`src/imhq_pkg.sv`:
```
// Shared types and constants for the indexed min-heap queue.
package imhq_pkg;
	localparam int DEF_MAX_ENTRIES = 64;
	localparam int DEF_KEY_BITS = 16;
	localparam int NODE_BITS = 6;
	localparam int NODE_COUNT = 64;
	localparam int FIELD_KEY_BITS = 16;
	localparam int COUNT_BITS = 7;

	typedef enum logic [1:0] {
		CMD_INSERT   = 2'd0,
		CMD_POP      = 2'd1,
		CMD_DECREASE = 2'd2,
		CMD_PEEK     = 2'd3
	} cmd_t;

	typedef enum logic [1:0] {
		ST_OK     = 2'd0,
		ST_FULL   = 2'd1,
		ST_EMPTY  = 2'd2,
		ST_ABSENT = 2'd3
	} status_t;

	typedef struct packed {
		logic [1:0] command;
		logic [NODE_BITS-1:0] node_id;
		logic [FIELD_KEY_BITS-1:0] key;
	} cmd_item_t;

	typedef struct packed {
		logic [NODE_BITS-1:0] min_node_id;
		logic [FIELD_KEY_BITS-1:0] min_key;
		logic is_empty;
		logic [COUNT_BITS-1:0] entry_count;
		logic [1:0] status;
	} result_item_t;
endpackage

```
`src/imhq_slot_mem.sv`:
```
// Heap slot memory: key and node id per slot, one write and one registered read per cycle.
module imhq_slot_mem #(
	parameter int DEPTH = 64,
	parameter int KEY_BITS = 16,
	parameter int ID_BITS = 6
) (
	input  logic clk,
	input  logic we,
	input  logic [$clog2(DEPTH)-1:0] waddr,
	input  logic [KEY_BITS-1:0] wkey,
	input  logic [ID_BITS-1:0] wid,
	input  logic [$clog2(DEPTH)-1:0] raddr,
	output logic [KEY_BITS-1:0] rkey,
	output logic [ID_BITS-1:0] rid
);
	logic [KEY_BITS+ID_BITS-1:0] mem [DEPTH];

	always_ff @(posedge clk) begin
		if (we) begin
			mem[waddr] <= {wkey, wid};
		end
		{rkey, rid} <= mem[raddr];
	end
endmodule

```
`src/imhq_pos_mem.sv`:
```
// Node position map: heap slot per node, one write and one registered read per cycle.
module imhq_pos_mem #(
	parameter int SLOT_BITS = 6,
	parameter int NODES = 64
) (
	input  logic clk,
	input  logic we,
	input  logic [$clog2(NODES)-1:0] waddr,
	input  logic [SLOT_BITS-1:0] wdata,
	input  logic [$clog2(NODES)-1:0] raddr,
	output logic [SLOT_BITS-1:0] rdata
);
	logic [SLOT_BITS-1:0] mem [NODES];

	always_ff @(posedge clk) begin
		if (we) begin
			mem[waddr] <= wdata;
		end
		rdata <= mem[raddr];
	end
endmodule

```
`src/indexed_min_heap_queue.sv`:
```
// Indexed min-heap queue top level: command sequencer over slot and position memories.
// Every command passes S_RD, S_FIN and S_DONE; errors and peeks do nothing more. An insert
// climbs from the new last slot, a smaller decrease-key from its own slot, a pop sinks from the root.
// Throughput: one transaction at a time; the sift walk sets it, busy holds until the strobe.
// Reset empties the queue, then clears every position map entry in S_CLR, busy high.
// The receiver cannot stall: each result shows for exactly one cycle with done high.
module indexed_min_heap_queue #(
	parameter int MAX_ENTRIES = imhq_pkg::DEF_MAX_ENTRIES,
	parameter int KEY_BITS = imhq_pkg::DEF_KEY_BITS
) (
	input  logic clk,
	input  logic arst_n,
	input  logic start,
	input  imhq_pkg::cmd_item_t cmd,
	output logic busy,
	output logic done,
	output imhq_pkg::result_item_t result
);
	import imhq_pkg::*;

	localparam int SB = $clog2(MAX_ENTRIES);
	localparam int CB = $clog2(MAX_ENTRIES + 1);

	typedef enum logic [3:0] {
		S_CLR, S_IDLE, S_RD, S_LAST, S_DEC_RD, S_DEC_CMP, S_UP_RD, S_UP_CMP,
		S_DN_L, S_DN_R, S_DN_C, S_WB, S_FIN, S_DONE
	} state_t;

	state_t state_q;
	logic [NODE_BITS-1:0] clr_q;
	cmd_t op_q;
	logic [NODE_BITS-1:0] node_q;
	logic [KEY_BITS-1:0] key_q;
	logic [CB-1:0] count_q;
	status_t status_q;
	logic popped_q;
	logic [NODE_BITS-1:0] pop_id_q;
	logic [KEY_BITS-1:0] pop_key_q;
	// The item under sift: the hole it sits in, its key and id.
	logic [SB-1:0] cur_q;
	logic [KEY_BITS-1:0] ckey_q;
	logic [NODE_BITS-1:0] cid_q;
	// Best of item and left child during a sink step.
	logic [SB-1:0] oth_q;
	logic [KEY_BITS-1:0] okey_q;
	logic [NODE_BITS-1:0] oid_q;

	logic sm_we;
	logic [SB-1:0] sm_waddr, sm_raddr;
	logic [KEY_BITS-1:0] sm_wkey, sm_rkey;
	logic [NODE_BITS-1:0] sm_wid, sm_rid;
	logic pm_we;
	logic [NODE_BITS-1:0] pm_waddr, pm_raddr;
	// Position map entry: presence bit on top of the slot.
	logic [SB:0] pm_wdata, pm_rdata;

	imhq_slot_mem #(.DEPTH(MAX_ENTRIES), .KEY_BITS(KEY_BITS), .ID_BITS(NODE_BITS)) u_slot (
		.clk, .we(sm_we), .waddr(sm_waddr), .wkey(sm_wkey), .wid(sm_wid),
		.raddr(sm_raddr), .rkey(sm_rkey), .rid(sm_rid)
	);
	imhq_pos_mem #(.SLOT_BITS(SB + 1), .NODES(NODE_COUNT)) u_pos (
		.clk, .we(pm_we), .waddr(pm_waddr), .wdata(pm_wdata),
		.raddr(pm_raddr), .rdata(pm_rdata)
	);

	// Tree links of the hole; children carry two extra bits so they never wrap.
	logic [SB+1:0] lchild, rchild;
	logic [SB-1:0] parent;
	logic lvalid, rvalid;
	assign parent = (cur_q - SB'(1)) >> 1;
	assign lchild = {1'b0, cur_q, 1'b1};
	assign rchild = lchild + (SB+2)'(1);
	assign lvalid = lchild < (SB+2)'(count_q);
	assign rvalid = rchild < (SB+2)'(count_q);

	// Climb while strictly smaller than the parent now in the read port.
	logic up_move;
	assign up_move = (ckey_q < sm_rkey);

	// Sink: right child wins only when strictly smaller than the best so far.
	logic take_r, dn_move;
	logic [SB-1:0] best_slot;
	logic [KEY_BITS-1:0] best_key;
	logic [NODE_BITS-1:0] best_id;
	assign take_r = rvalid && (sm_rkey < okey_q);
	assign dn_move = take_r || (oth_q != cur_q);
	assign best_slot = take_r ? SB'(rchild) : oth_q;
	assign best_key = take_r ? sm_rkey : okey_q;
	assign best_id = take_r ? sm_rid : oid_q;

	assign busy = (state_q != S_IDLE);
	logic [KEY_BITS-1:0] in_key;
	assign in_key = KEY_BITS'(cmd.key);

	// Memory ports: one write to each memory per cycle; the read address is set in the state
	// just before the one that uses the registered data.
	always_comb begin
		sm_we = 1'b0;
		sm_waddr = cur_q;
		sm_wkey = ckey_q;
		sm_wid = cid_q;
		sm_raddr = '0;
		pm_we = 1'b0;
		pm_waddr = cid_q;
		pm_wdata = {1'b1, cur_q};
		pm_raddr = cmd.node_id;
		unique case (state_q)
			S_CLR: begin
				pm_we = 1'b1;
				pm_waddr = clr_q;
				pm_wdata = '0;
			end
			S_RD: begin
				// Fetch the last slot for a pop; drop the popped node from the map.
				sm_raddr = SB'(count_q - CB'(1));
				if (op_q == CMD_POP && count_q != '0) begin
					pm_we = 1'b1;
					pm_waddr = sm_rid;
					pm_wdata = '0;
				end
			end
			S_DEC_RD: sm_raddr = cur_q;
			S_UP_RD: sm_raddr = parent;
			S_UP_CMP: begin
				// Move the parent down into the hole.
				if (up_move) begin
					sm_we = 1'b1;
					sm_wkey = sm_rkey;
					sm_wid = sm_rid;
					pm_we = 1'b1;
					pm_waddr = sm_rid;
				end
			end
			S_DN_L: sm_raddr = SB'(lchild);
			S_DN_R: sm_raddr = SB'(rchild);
			S_DN_C: begin
				// Move the smaller child up into the hole.
				if (dn_move) begin
					sm_we = 1'b1;
					sm_wkey = best_key;
					sm_wid = best_id;
					pm_we = 1'b1;
					pm_waddr = best_id;
				end
			end
			S_WB: begin
				// Drop the sifted item into its final slot.
				sm_we = 1'b1;
				pm_we = 1'b1;
			end
			default: ;
		endcase
	end

	always_ff @(posedge clk or negedge arst_n) begin
		if (!arst_n) begin
			state_q <= S_CLR;
			clr_q <= '0;
			op_q <= CMD_INSERT;
			node_q <= '0;
			key_q <= '0;
			count_q <= '0;
			status_q <= ST_OK;
			popped_q <= 1'b0;
			pop_id_q <= '0;
			pop_key_q <= '0;
			cur_q <= '0;
			ckey_q <= '0;
			cid_q <= '0;
			oth_q <= '0;
			okey_q <= '0;
			oid_q <= '0;
			done <= 1'b0;
			result <= '0;
		end else begin
			done <= 1'b0;
			unique case (state_q)
				S_CLR: begin
					// Walk the position map once so every node reads as absent.
					clr_q <= clr_q + NODE_BITS'(1);
					if (clr_q == NODE_BITS'(NODE_COUNT - 1)) state_q <= S_IDLE;
				end
				S_IDLE: begin
					if (start) begin
						op_q <= cmd_t'(cmd.command);
						node_q <= cmd.node_id;
						key_q <= in_key;
						status_q <= ST_OK;
						popped_q <= 1'b0;
						state_q <= S_RD;
					end
				end
				S_RD: begin
					// Root in sm_r*, map entry of the node in pm_rdata.
					state_q <= S_FIN;
					unique case (op_q)
						CMD_INSERT: begin
							if (count_q >= CB'(MAX_ENTRIES)) begin
								status_q <= ST_FULL;
							end else if (pm_rdata[SB]) begin
								status_q <= ST_ABSENT;
							end else begin
								count_q <= count_q + CB'(1);
								cur_q <= SB'(count_q);
								ckey_q <= key_q;
								cid_q <= node_q;
								state_q <= (count_q != '0) ? S_UP_RD : S_WB;
							end
						end
						CMD_POP: begin
							if (count_q == '0) begin
								status_q <= ST_EMPTY;
							end else begin
								popped_q <= 1'b1;
								pop_id_q <= sm_rid;
								pop_key_q <= sm_rkey;
								count_q <= count_q - CB'(1);
								if (count_q != CB'(1)) state_q <= S_LAST;
							end
						end
						CMD_DECREASE: begin
							if (!pm_rdata[SB]) begin
								status_q <= ST_ABSENT;
							end else begin
								cur_q <= pm_rdata[SB-1:0];
								state_q <= S_DEC_RD;
							end
						end
						CMD_PEEK: begin
							if (count_q == '0) status_q <= ST_EMPTY;
						end
					endcase
				end
				S_LAST: begin
					// Last item becomes the root hole and sinks from there.
					ckey_q <= sm_rkey;
					cid_q <= sm_rid;
					cur_q <= '0;
					state_q <= S_DN_L;
				end
				S_DEC_RD: state_q <= S_DEC_CMP;
				S_DEC_CMP: begin
					// A key that is not smaller leaves the heap untouched.
					if (key_q < sm_rkey) begin
						ckey_q <= key_q;
						cid_q <= node_q;
						state_q <= (cur_q != '0) ? S_UP_RD : S_WB;
					end else begin
						state_q <= S_FIN;
					end
				end
				S_UP_RD: state_q <= S_UP_CMP;
				S_UP_CMP: begin
					if (up_move) begin
						cur_q <= parent;
						state_q <= (parent != '0) ? S_UP_RD : S_WB;
					end else begin
						state_q <= S_WB;
					end
				end
				S_DN_L: state_q <= lvalid ? S_DN_R : S_WB;
				S_DN_R: begin
					// Left child data; the parent holds on a tie.
					if (sm_rkey < ckey_q) begin
						oth_q <= SB'(lchild);
						okey_q <= sm_rkey;
						oid_q <= sm_rid;
					end else begin
						oth_q <= cur_q;
						okey_q <= ckey_q;
						oid_q <= cid_q;
					end
					state_q <= S_DN_C;
				end
				S_DN_C: begin
					// Right child data; advance the hole or stop.
					if (dn_move) begin
						cur_q <= best_slot;
						state_q <= S_DN_L;
					end else begin
						state_q <= S_WB;
					end
				end
				S_WB: state_q <= S_FIN;
				S_FIN: state_q <= S_DONE;
				S_DONE: begin
					// Root read issued in S_FIN is in sm_r* now.
					done <= 1'b1;
					result.status <= status_q;
					result.entry_count <= COUNT_BITS'(count_q);
					result.is_empty <= (count_q == '0);
					result.min_node_id <= popped_q ? pop_id_q :
						(count_q == '0 ? '0 : sm_rid);
					result.min_key <= FIELD_KEY_BITS'(popped_q ? pop_key_q :
						(count_q == '0 ? '0 : sm_rkey));
					state_q <= S_IDLE;
				end
				default: state_q <= S_IDLE;
			endcase
		end
	end
endmodule

```
`config.mk`:
```
export PLATFORM = sky130hd
export DESIGN_NAME = indexed_min_heap_queue
export DESIGN_NICKNAME = d
export VERILOG_FILES = /design/src/imhq_pkg.sv /design/src/imhq_slot_mem.sv /design/src/imhq_pos_mem.sv /design/src/indexed_min_heap_queue.sv
export SDC_FILE = /design/constraint.sdc
export NUM_CORES = 2
export LEC_CHECK = 0
export ABC_AREA = 1
export BUFFER_PORTS_ARGS = -buffer_cell sky130_fd_sc_hd__buf_2
export CORE_MARGIN = 8
export CORE_UTILIZATION = 57
export DETAILED_ROUTE_END_ITERATION = 16
export PLACE_DENSITY = 0.76
export SYNTH_ARGS = -nofsm -noshare
export SYNTH_HDL_FRONTEND = slang
export SYNTH_SLANG_ARGS = --single-unit
export TNS_END_PERCENT = 100
```
`constraint.sdc`:
```
create_clock -name clk -period 5.1 [get_ports clk]
set_clock_uncertainty 0.05 [all_clocks]
set_input_delay 0.255 -clock clk [delete_from_list [all_inputs] [get_ports clk]]
set_output_delay 0.255 -clock clk [all_outputs]
set_load 0.005 [all_outputs]
```
### Word level (Yosys, flattened, before mapping)

Memory sizes are Yosys's and may differ from the RTL's. A register that Yosys moved wholly into a read port is not among the register bits.
Cells that the tools add are included.

* add/subtract/negate cells: 5
* $lt $le $gt $ge: 7
* eq/ne operators: 40
* multiplexer cells: 79
* bitwise logic cells: 1
* reductions and logical operators: 23

Operator list (number)
* 2-to-1 mux 16 bit: 10
* 2-to-1 mux 6 bit: 18
* < comparator 16 bit: 4
* one-hot mux 4 bit (13 select lines): 1
* 2-to-1 mux 4 bit: 12
* one-hot mux 16 bit (3 select lines): 1
* one-hot mux 6 bit (4 select lines): 2
* one-hot mux 16 bit (2 select lines): 1
* one-hot mux 6 bit (5 select lines): 1
* 2-to-1 mux 7 bit: 4
* one-hot mux 7 bit (2 select lines): 2
* equality test 4 bit, second input constant: 6
* != test 2 bit, second input constant: 12
* one-hot mux 6 bit (2 select lines): 2
* one-hot mux 6 bit (3 select lines): 1
* equality test 4 x 3 -> 1 bit, second input constant: 4
* AND reduction 5 bit: 3
* 2-to-1 mux 2 bit: 7
* != test 3 bit, second input constant: 4
* one-hot mux 4 bit (3 select lines): 1
* nonzero test 6 bit: 2
* 2-to-1 mux 1 bit: 11
* adder 7 x 1 -> 8 bit, second input constant: 1
* equality test 4 x 2 -> 1 bit, second input constant: 2
* 38 further kinds: 43

* bits in registers: 155
* bits in writable memories: 1856
* input port bits: 27
* output and inout port bits: 34
* logic and storage cells: 179
* memories: 2

Memories
* u_slot.mem: words 64, width 22, rd ports 1, clocked after Yosys merged registers in 1, wr ports 1, RTL line imhq_slot_mem.sv:16 `logic [KEY_BITS+ID_BITS-1:0] mem [DEPTH];`
* u_pos.mem: words 64, width 7, rd ports 1, clocked after Yosys merged registers in 1, wr ports 1, RTL line imhq_pos_mem.sv:13 `logic [SLOT_BITS-1:0] mem [NODES];`

### Logic depth before layout (Yosys ltp)

* depth after elaboration: 8
* depth in mapped cells: 25
* mapped depth without buffers: 25

### Cells and area by module

Synthesis repeated with hierarchy kept, for this count alone.

* cells, all modules: 7773
* area total of the unflattened synthesis: 85921.2 sq um

By module, submodules not included
* imhq_slot_mem: instances 1, cells each 4800, area an instance 57213.6 sq um
* imhq_pos_mem: instances 1, cells each 1604, area an instance 18564.1 sq um
* indexed_min_heap_queue: instances 1, cells each 1369, area an instance 10143.5 sq um

### Worst setup path after synthesis

Ideal clock, no wire load.

* path type: register to register
* from: reg cur_q[0]
* to: mem u_slot.mem[0][0] in the netlist's numbering (data pin)
* arrival: 4.750 ns
* required time: 4.348 ns
* slack: -0.401 ns
* cell stages (with the launch flop): 20
* path buffers: 0
* period minus slack after synthesis: 5.501 ns
* cells stage by stage: dfrtp_1 > ha_1 > nand2_1 > inv_1 > nand2_1 > xor2_1 > inv_1 > ha_1 > nand2_1 > inv_1 > nand2_1 > nor2_1 > nand2_1 > inv_2 > nor2_4 > nand2_2 > a21oi_4 > nor2_4 > inv_1 > o21ai_0

* cells in the longest elaborated chain, start to end: 6
* elaborated cells between the ends (all ways): 8
* classes of those cells: add/sub: 1; order compare: 1; eq/ne: 1; mux: 3; reduce/logical: 2

Ends and longest elaborated chain
* start, declared: RTL line indexed_min_heap_queue.sv:40 `logic [SB-1:0] cur_q;`
* start signal, assigned: RTL line indexed_min_heap_queue.sv:204 `cur_q <= SB'(count_q);`
* start signal, assigned: RTL line indexed_min_heap_queue.sv:225 `cur_q <= pm_rdata[SB-1:0];`
* start signal, assigned: RTL line indexed_min_heap_queue.sv:255 `cur_q <= parent;`
* adder 7 x 1 -> 8 bit: RTL line indexed_min_heap_queue.sv:72 `assign rchild = lchild + (SB+2)'(1);`
* < comparator 8 x 7 -> 1 bit: RTL line indexed_min_heap_queue.sv:74 `assign rvalid = rchild < (SB+2)'(count_q);`
* logical AND 1 bit: RTL line indexed_min_heap_queue.sv:85 `assign take_r = rvalid && (sm_rkey < okey_q);`
* 2-to-1 mux 6 bit / logical OR 1 bit (equally long branches): RTL line indexed_min_heap_queue.sv:89, indexed_min_heap_queue.sv:86
* 2-to-1 mux 6 bit *: RTL line indexed_min_heap_queue.sv:138 `if (dn_move) begin`
* one-hot mux 6 bit (2 select lines) *: RTL line indexed_min_heap_queue.sv:107 `unique case (state_q)`
* via sm_wid[0]: RTL line indexed_min_heap_queue.sv:51 `logic [NODE_BITS-1:0] sm_wid, sm_rid;`
* end, declared: RTL line imhq_slot_mem.sv:16

The timed path passes the listed nets; every way through them passes the cells marked *.

### Final worst setup path

* from: reg cur_q[3]
* to: mem u_pos.mem[3][0] in the netlist's numbering, enable pin

* cells in the longest elaborated chain, start to end: 8
* elaborated cells between the ends (all ways): 12
* classes of those cells: add/sub: 1; order compare: 1; eq/ne: 1; mux: 7; reduce/logical: 2

Ends and longest elaborated chain
* adder 7 x 1 -> 8 bit: RTL line indexed_min_heap_queue.sv:72
* < comparator 8 x 7 -> 1 bit: RTL line indexed_min_heap_queue.sv:74
* logical AND 1 bit: RTL line indexed_min_heap_queue.sv:85
* logical OR 1 bit: RTL line indexed_min_heap_queue.sv:86 `assign dn_move = take_r || (oth_q != cur_q);`
* 2-to-1 mux 1 bit: RTL line indexed_min_heap_queue.sv:138
* one-hot mux 1 bit (4 select lines): RTL line indexed_min_heap_queue.sv:107
* 2-to-1 mux 1 bit: RTL line imhq_pos_mem.sv:16 `if (we) begin`
* 2-to-1 mux 1 bit (implied by the code): RTL line imhq_pos_mem.sv:17 `mem[waddr] <= wdata;`
* end, declared: RTL line imhq_pos_mem.sv:13

Parallel ways exist; a longest one is shown, timed or not.

==> implementation parameters <==
Parameter                              Value

Status
  Result of the run ... completed

Synthesis
  Most area-hungry cell type in the Yosys netlist ... sky130_fd_sc_hd__edfxtp_1
  Flip-flop cell with the highest count after synthesis ... sky130_fd_sc_hd__edfxtp_1
  Number of synthesized register bits ... slightly above 2,000
  Most used standard cell by instance count after synthesis ... sky130_fd_sc_hd__edfxtp_1
  Share of the synthesized area in the top cell type ... between 60 and 70%
  Most area-consuming cells after synthesis ... sky130_fd_sc_hd__edfxtp_1, sky130_fd_sc_hd__o211ai_1, sky130_fd_sc_hd__o21ai_0
  Number of nets produced by synthesis ... approximately 7,400
  Post-Syn Instances ... about 7,300
  Synth cell count leaders ... sky130_fd_sc_hd__edfxtp_1, sky130_fd_sc_hd__nand2_1, sky130_fd_sc_hd__inv_1, sky130_fd_sc_hd__o21ai_0, sky130_fd_sc_hd__o211ai_1
  Count of synthesis-stage warnings from yosys ... 0
  Cell variety after synth ... 62
  Post-Syn Area per Cell ... 11.83 um2
  Synth async-reset ratio ... under 10%
  Summed instance area of the synthesized netlist ... around 86,000 um2
  Share of the yosys chip area belonging to registers ... between 60% and 70%
  Number of flops mapped to enable cells by yosys ... between 1,500 and 2,000

Pwr
  Worst ir drop on vdd ... ~450 uV
  Total power consumption of the routed design ... ~60 mW
  Leak pwr ... 36.28 nW
  Power density over the cells ... between 600 and 700 nW/um2

Critical path
  CP endpoint kind ... register
  Slowest Stage Delay on Critical Path ... approximately 0.64 ns
  Worst Setup Start Kind ... register
  CP Capture Point ... u_pos.mem[3][0]
  Worst path cell trace ... nand3_4 > inv_1 > a221oi_1 > ha_1 > nand2_1 > nand3_1 > a21oi_1 > nand3_1 > nor2_4 > nand2_2 > buf_4 > o21ai_0 > a21boi_1 > nand3_1 > nand4_2 > nor2_1
  Startpoint of the worst-slack reg-to-reg timing path ... cur_q[3]
  R2R depth ... 16
  Highest fanout seen on the critical path ... 11
  Critical Setup Path Class ... register to register
  Data arrival, critical path ... between 5 and 6 ns
  Critical path origin ... cur_q[3]
  Library cell appearing most often on the critical path ... sky130_fd_sc_hd__nand3_1
  Critical register-to-register path endpoint ... u_pos.mem[3][0]
  Worst R2R Setup Slack ... roughly 0.34 ns
  Worst EP required ... roughly 5.5 ns
  Critical-path cell with the highest stage delay ... sky130_fd_sc_hd__nor2_1

Clocking
  Number of clock buffers inserted by TritonCTS ... 200
  Clock network latency to the later pin of the worst-skew pair ... 0.85 ns
  Root Buffer ... sky130_fd_sc_hd__clkbuf_16
  CTS clock-pin slew for the worst setup and hold paths ... approximately 0.060 ns
  PostCTS Resize Cnt ... 0
  CTS tree ... done
  Sinks on Clock Net ... 2,040
  Longest Clk Path Bufs ... 3
  H-tree level count ... 4
  Postcts setup bufs ... 0

Floorplan
  Site row count ... approximately 140
  Floorplan die width ... between 400 and 500 um
  Die area ... around 160,000 um2
  Die Height ... 405.2 um
  Effective utilization at floorplan ... between 50% and 60%
  Boundary Pins ... ~60
  Core footprint ... ~150,000 um2

Drt
  Total met2 wirelength after detailed routing ... 102,500 um
  Number of nets still failing antenna checks after routing ... 0
  Detailed-route wire length on metal 1 ... 88,470 um
  Highest metal layer with signal wires ... met5
  Detailed-route DRC error count ... 0
  DRC violation total after the first TritonRoute iteration ... 8,656
  Via density ... 6.083
  Routed wire per std cell ... ~24 um
  Total iterations of the first detailed-routing run ... 7
  DR vias ... approximately 58,000
  Detailed Route WL ... roughly 220,000 um
  Routed length on met3 ... about 23,000 um

Finish
  Fraction of final layout cells with drive strength greater than 1 ... about a tenth
  Layout-stage area growth over the synthesis result ... 12.11%
  Final nets ... 7,432
  Post-Route Utilization ... between 60% and 70%
  Layout fillers ... 10,800
  Final cell area excluding filler cells ... between 90,000 and 100,000 um2

STA
  RSZ-0062 raised after global routing ... false
  Final critical-path required period ... roughly 4.8 ns
  Fmax ... 210.2 MHz
  Final period util ... between 90 and 100%
  Max-slew violations ... 0
  Actual slew at the worst max-slew pin ... roughly 1.2 ns
  Total count of hold-check failures in the final report ... 0
  Hold WS ... around 0.12 ns
  Max_slew headroom ... around a fifth
  Number of setup violations in the final report ... 0
  Final total negative setup slack ... 0 ns

Hold path
  Path class of the lowest-slack min-delay path ... primary input to register

Placement
  Post-DP HPWL ... ~140,000 um
  Weighted congestion at the end of routability-driven global placement ... between 0.9 and 1
  Post-placement cell area ... between 80,000 and 90,000 um2
  Port Buffer Count ... 60

Global route
  Wire length of the first global-routing pass ... 336,600 um
  Number of antenna violations at the first check in global routing ... 4
  Overall global routing resource usage ... 26.68%
  Number of global-route vias before repair ... between 50,000 and 60,000
  GR Overflow Total ... 0
  Largest net degree at the start of global routing ... around 150

Run
  Max-capacitance violation count ... 0
## through the flow
step	setup WS, ns	cells
floorplan	-0.4011	7296
global placement	0.5656	9145
detailed placement	0.3914	9145
CTS	0.4270	9536
global route	0.05788	9536
finish	0.3424	9540
## sequential cells by signal, summed over array words and instances (netlist names), 7 cells and up
signal       count
u_slot.rkey     16
u_pos.rdata      7
result          32
key_q           16
ckey_q          16
u_slot.mem    1408
pop_key_q       16
okey_q          16
count_q          7
u_pos.mem      448
## critical path, delay by kind of cell, from the launching register on
family          cells  cell delay (ns)
buf+inv             2             0.45
simple gates        9             2.23
fa+ha+maj           1             0.32
compound gates      4             0.94
flops               1             0.41
## power by group
group	switching (mW)	total (mW)	internal (mW)	leakage [nW]
Combinational	17.7	23.9	6.18	13.9
Sequential	0.658	22.5	21.8	19.1
Clock	6.43	14.8	8.42	3.21
Total	24.8	61.2	36.4	36.3
## cells in the final DEF, fill, tap and decap left out, types with 65 or more instances in the layout
cell,synthesis,final
sky130_fd_sc_hd__o211ai_1,698,698
sky130_fd_sc_hd__inv_1,833,825
sky130_fd_sc_hd__ha_1,65,65
sky130_fd_sc_hd__nand3_1,407,406
sky130_fd_sc_hd__clkbuf_16,0,200
sky130_fd_sc_hd__dfrtp_1,155,155
sky130_fd_sc_hd__edfxtp_1,1856,1856
sky130_fd_sc_hd__a21oi_1,109,109
sky130_fd_sc_hd__nor2_1,521,494
sky130_fd_sc_hd__o21ai_0,794,792
sky130_fd_sc_hd__nand2_1,987,986
sky130_fd_sc_hd__buf_4,10,168
sky130_fd_sc_hd__o22ai_1,139,139
## kinds of logic (layout without fill, tap and decap cells)
logic type	after synthesis	count (layout)	share of synthesized area (%)
AOI/OAI and AO/OA	1815	1815	13.03
xor gates and xnor gates	18	18	0.1826
adders and majority gates	65	65	0.9419
buffers and inverters	1310	1520	6.014
DFF	2040	2040	69.71
muxes	16	16	0.2087
other	0	4	0
and+or+nand+nor	2032	2032	9.910
## layout make-up
class | count | area [um2] | area share (%)
Antenna cell | 4 | 10.01 | 0.01034
Clock buffer | 250 | 5263 | 5.437
Clock inverter | 118 | 1431 | 1.479
Inverter | 856 | 3227 | 3.334
Multi-Input combinational cell | 3946 | 21430 | 22.14
Sequential cell | 2040 | 60190 | 62.18
Tap cell | 2030 | 2540 | 2.624
Timing Repair Buffer | 296 | 2705 | 2.795
## how the worst min path moves through the flow
stage | start | end | slack (ns) | cells after the start
final | cmd[1] | key_q[1] | 0.12 | 3
after global routing | cmd[0] | key_q[0] | 0.11 | 3
after CTS | cmd[1] | key_q[1] | 0.06 | 3
after detailed placement | result[1] | result[1] | 0.41 | 2
after global placement | result[0] | result[0] | 0.40 | 2
after floorplan | arst_n | cid_q[0] | -0.09 | 0
## timing repair
action                                 in CTS  in global routing
hold buffers                               23                  0
setup endpoints to repair                   0                  0
endpoints found under the hold margin     148                  0
## layer usage
layer	vias up	track usage (%)
li1	26160	-
met1	28120	37.66
met2	3242	41.05
met3	516	5.091
met4	2	11.18
met5	-	0
No activity file was read; power rests on OpenSTA's default activity.
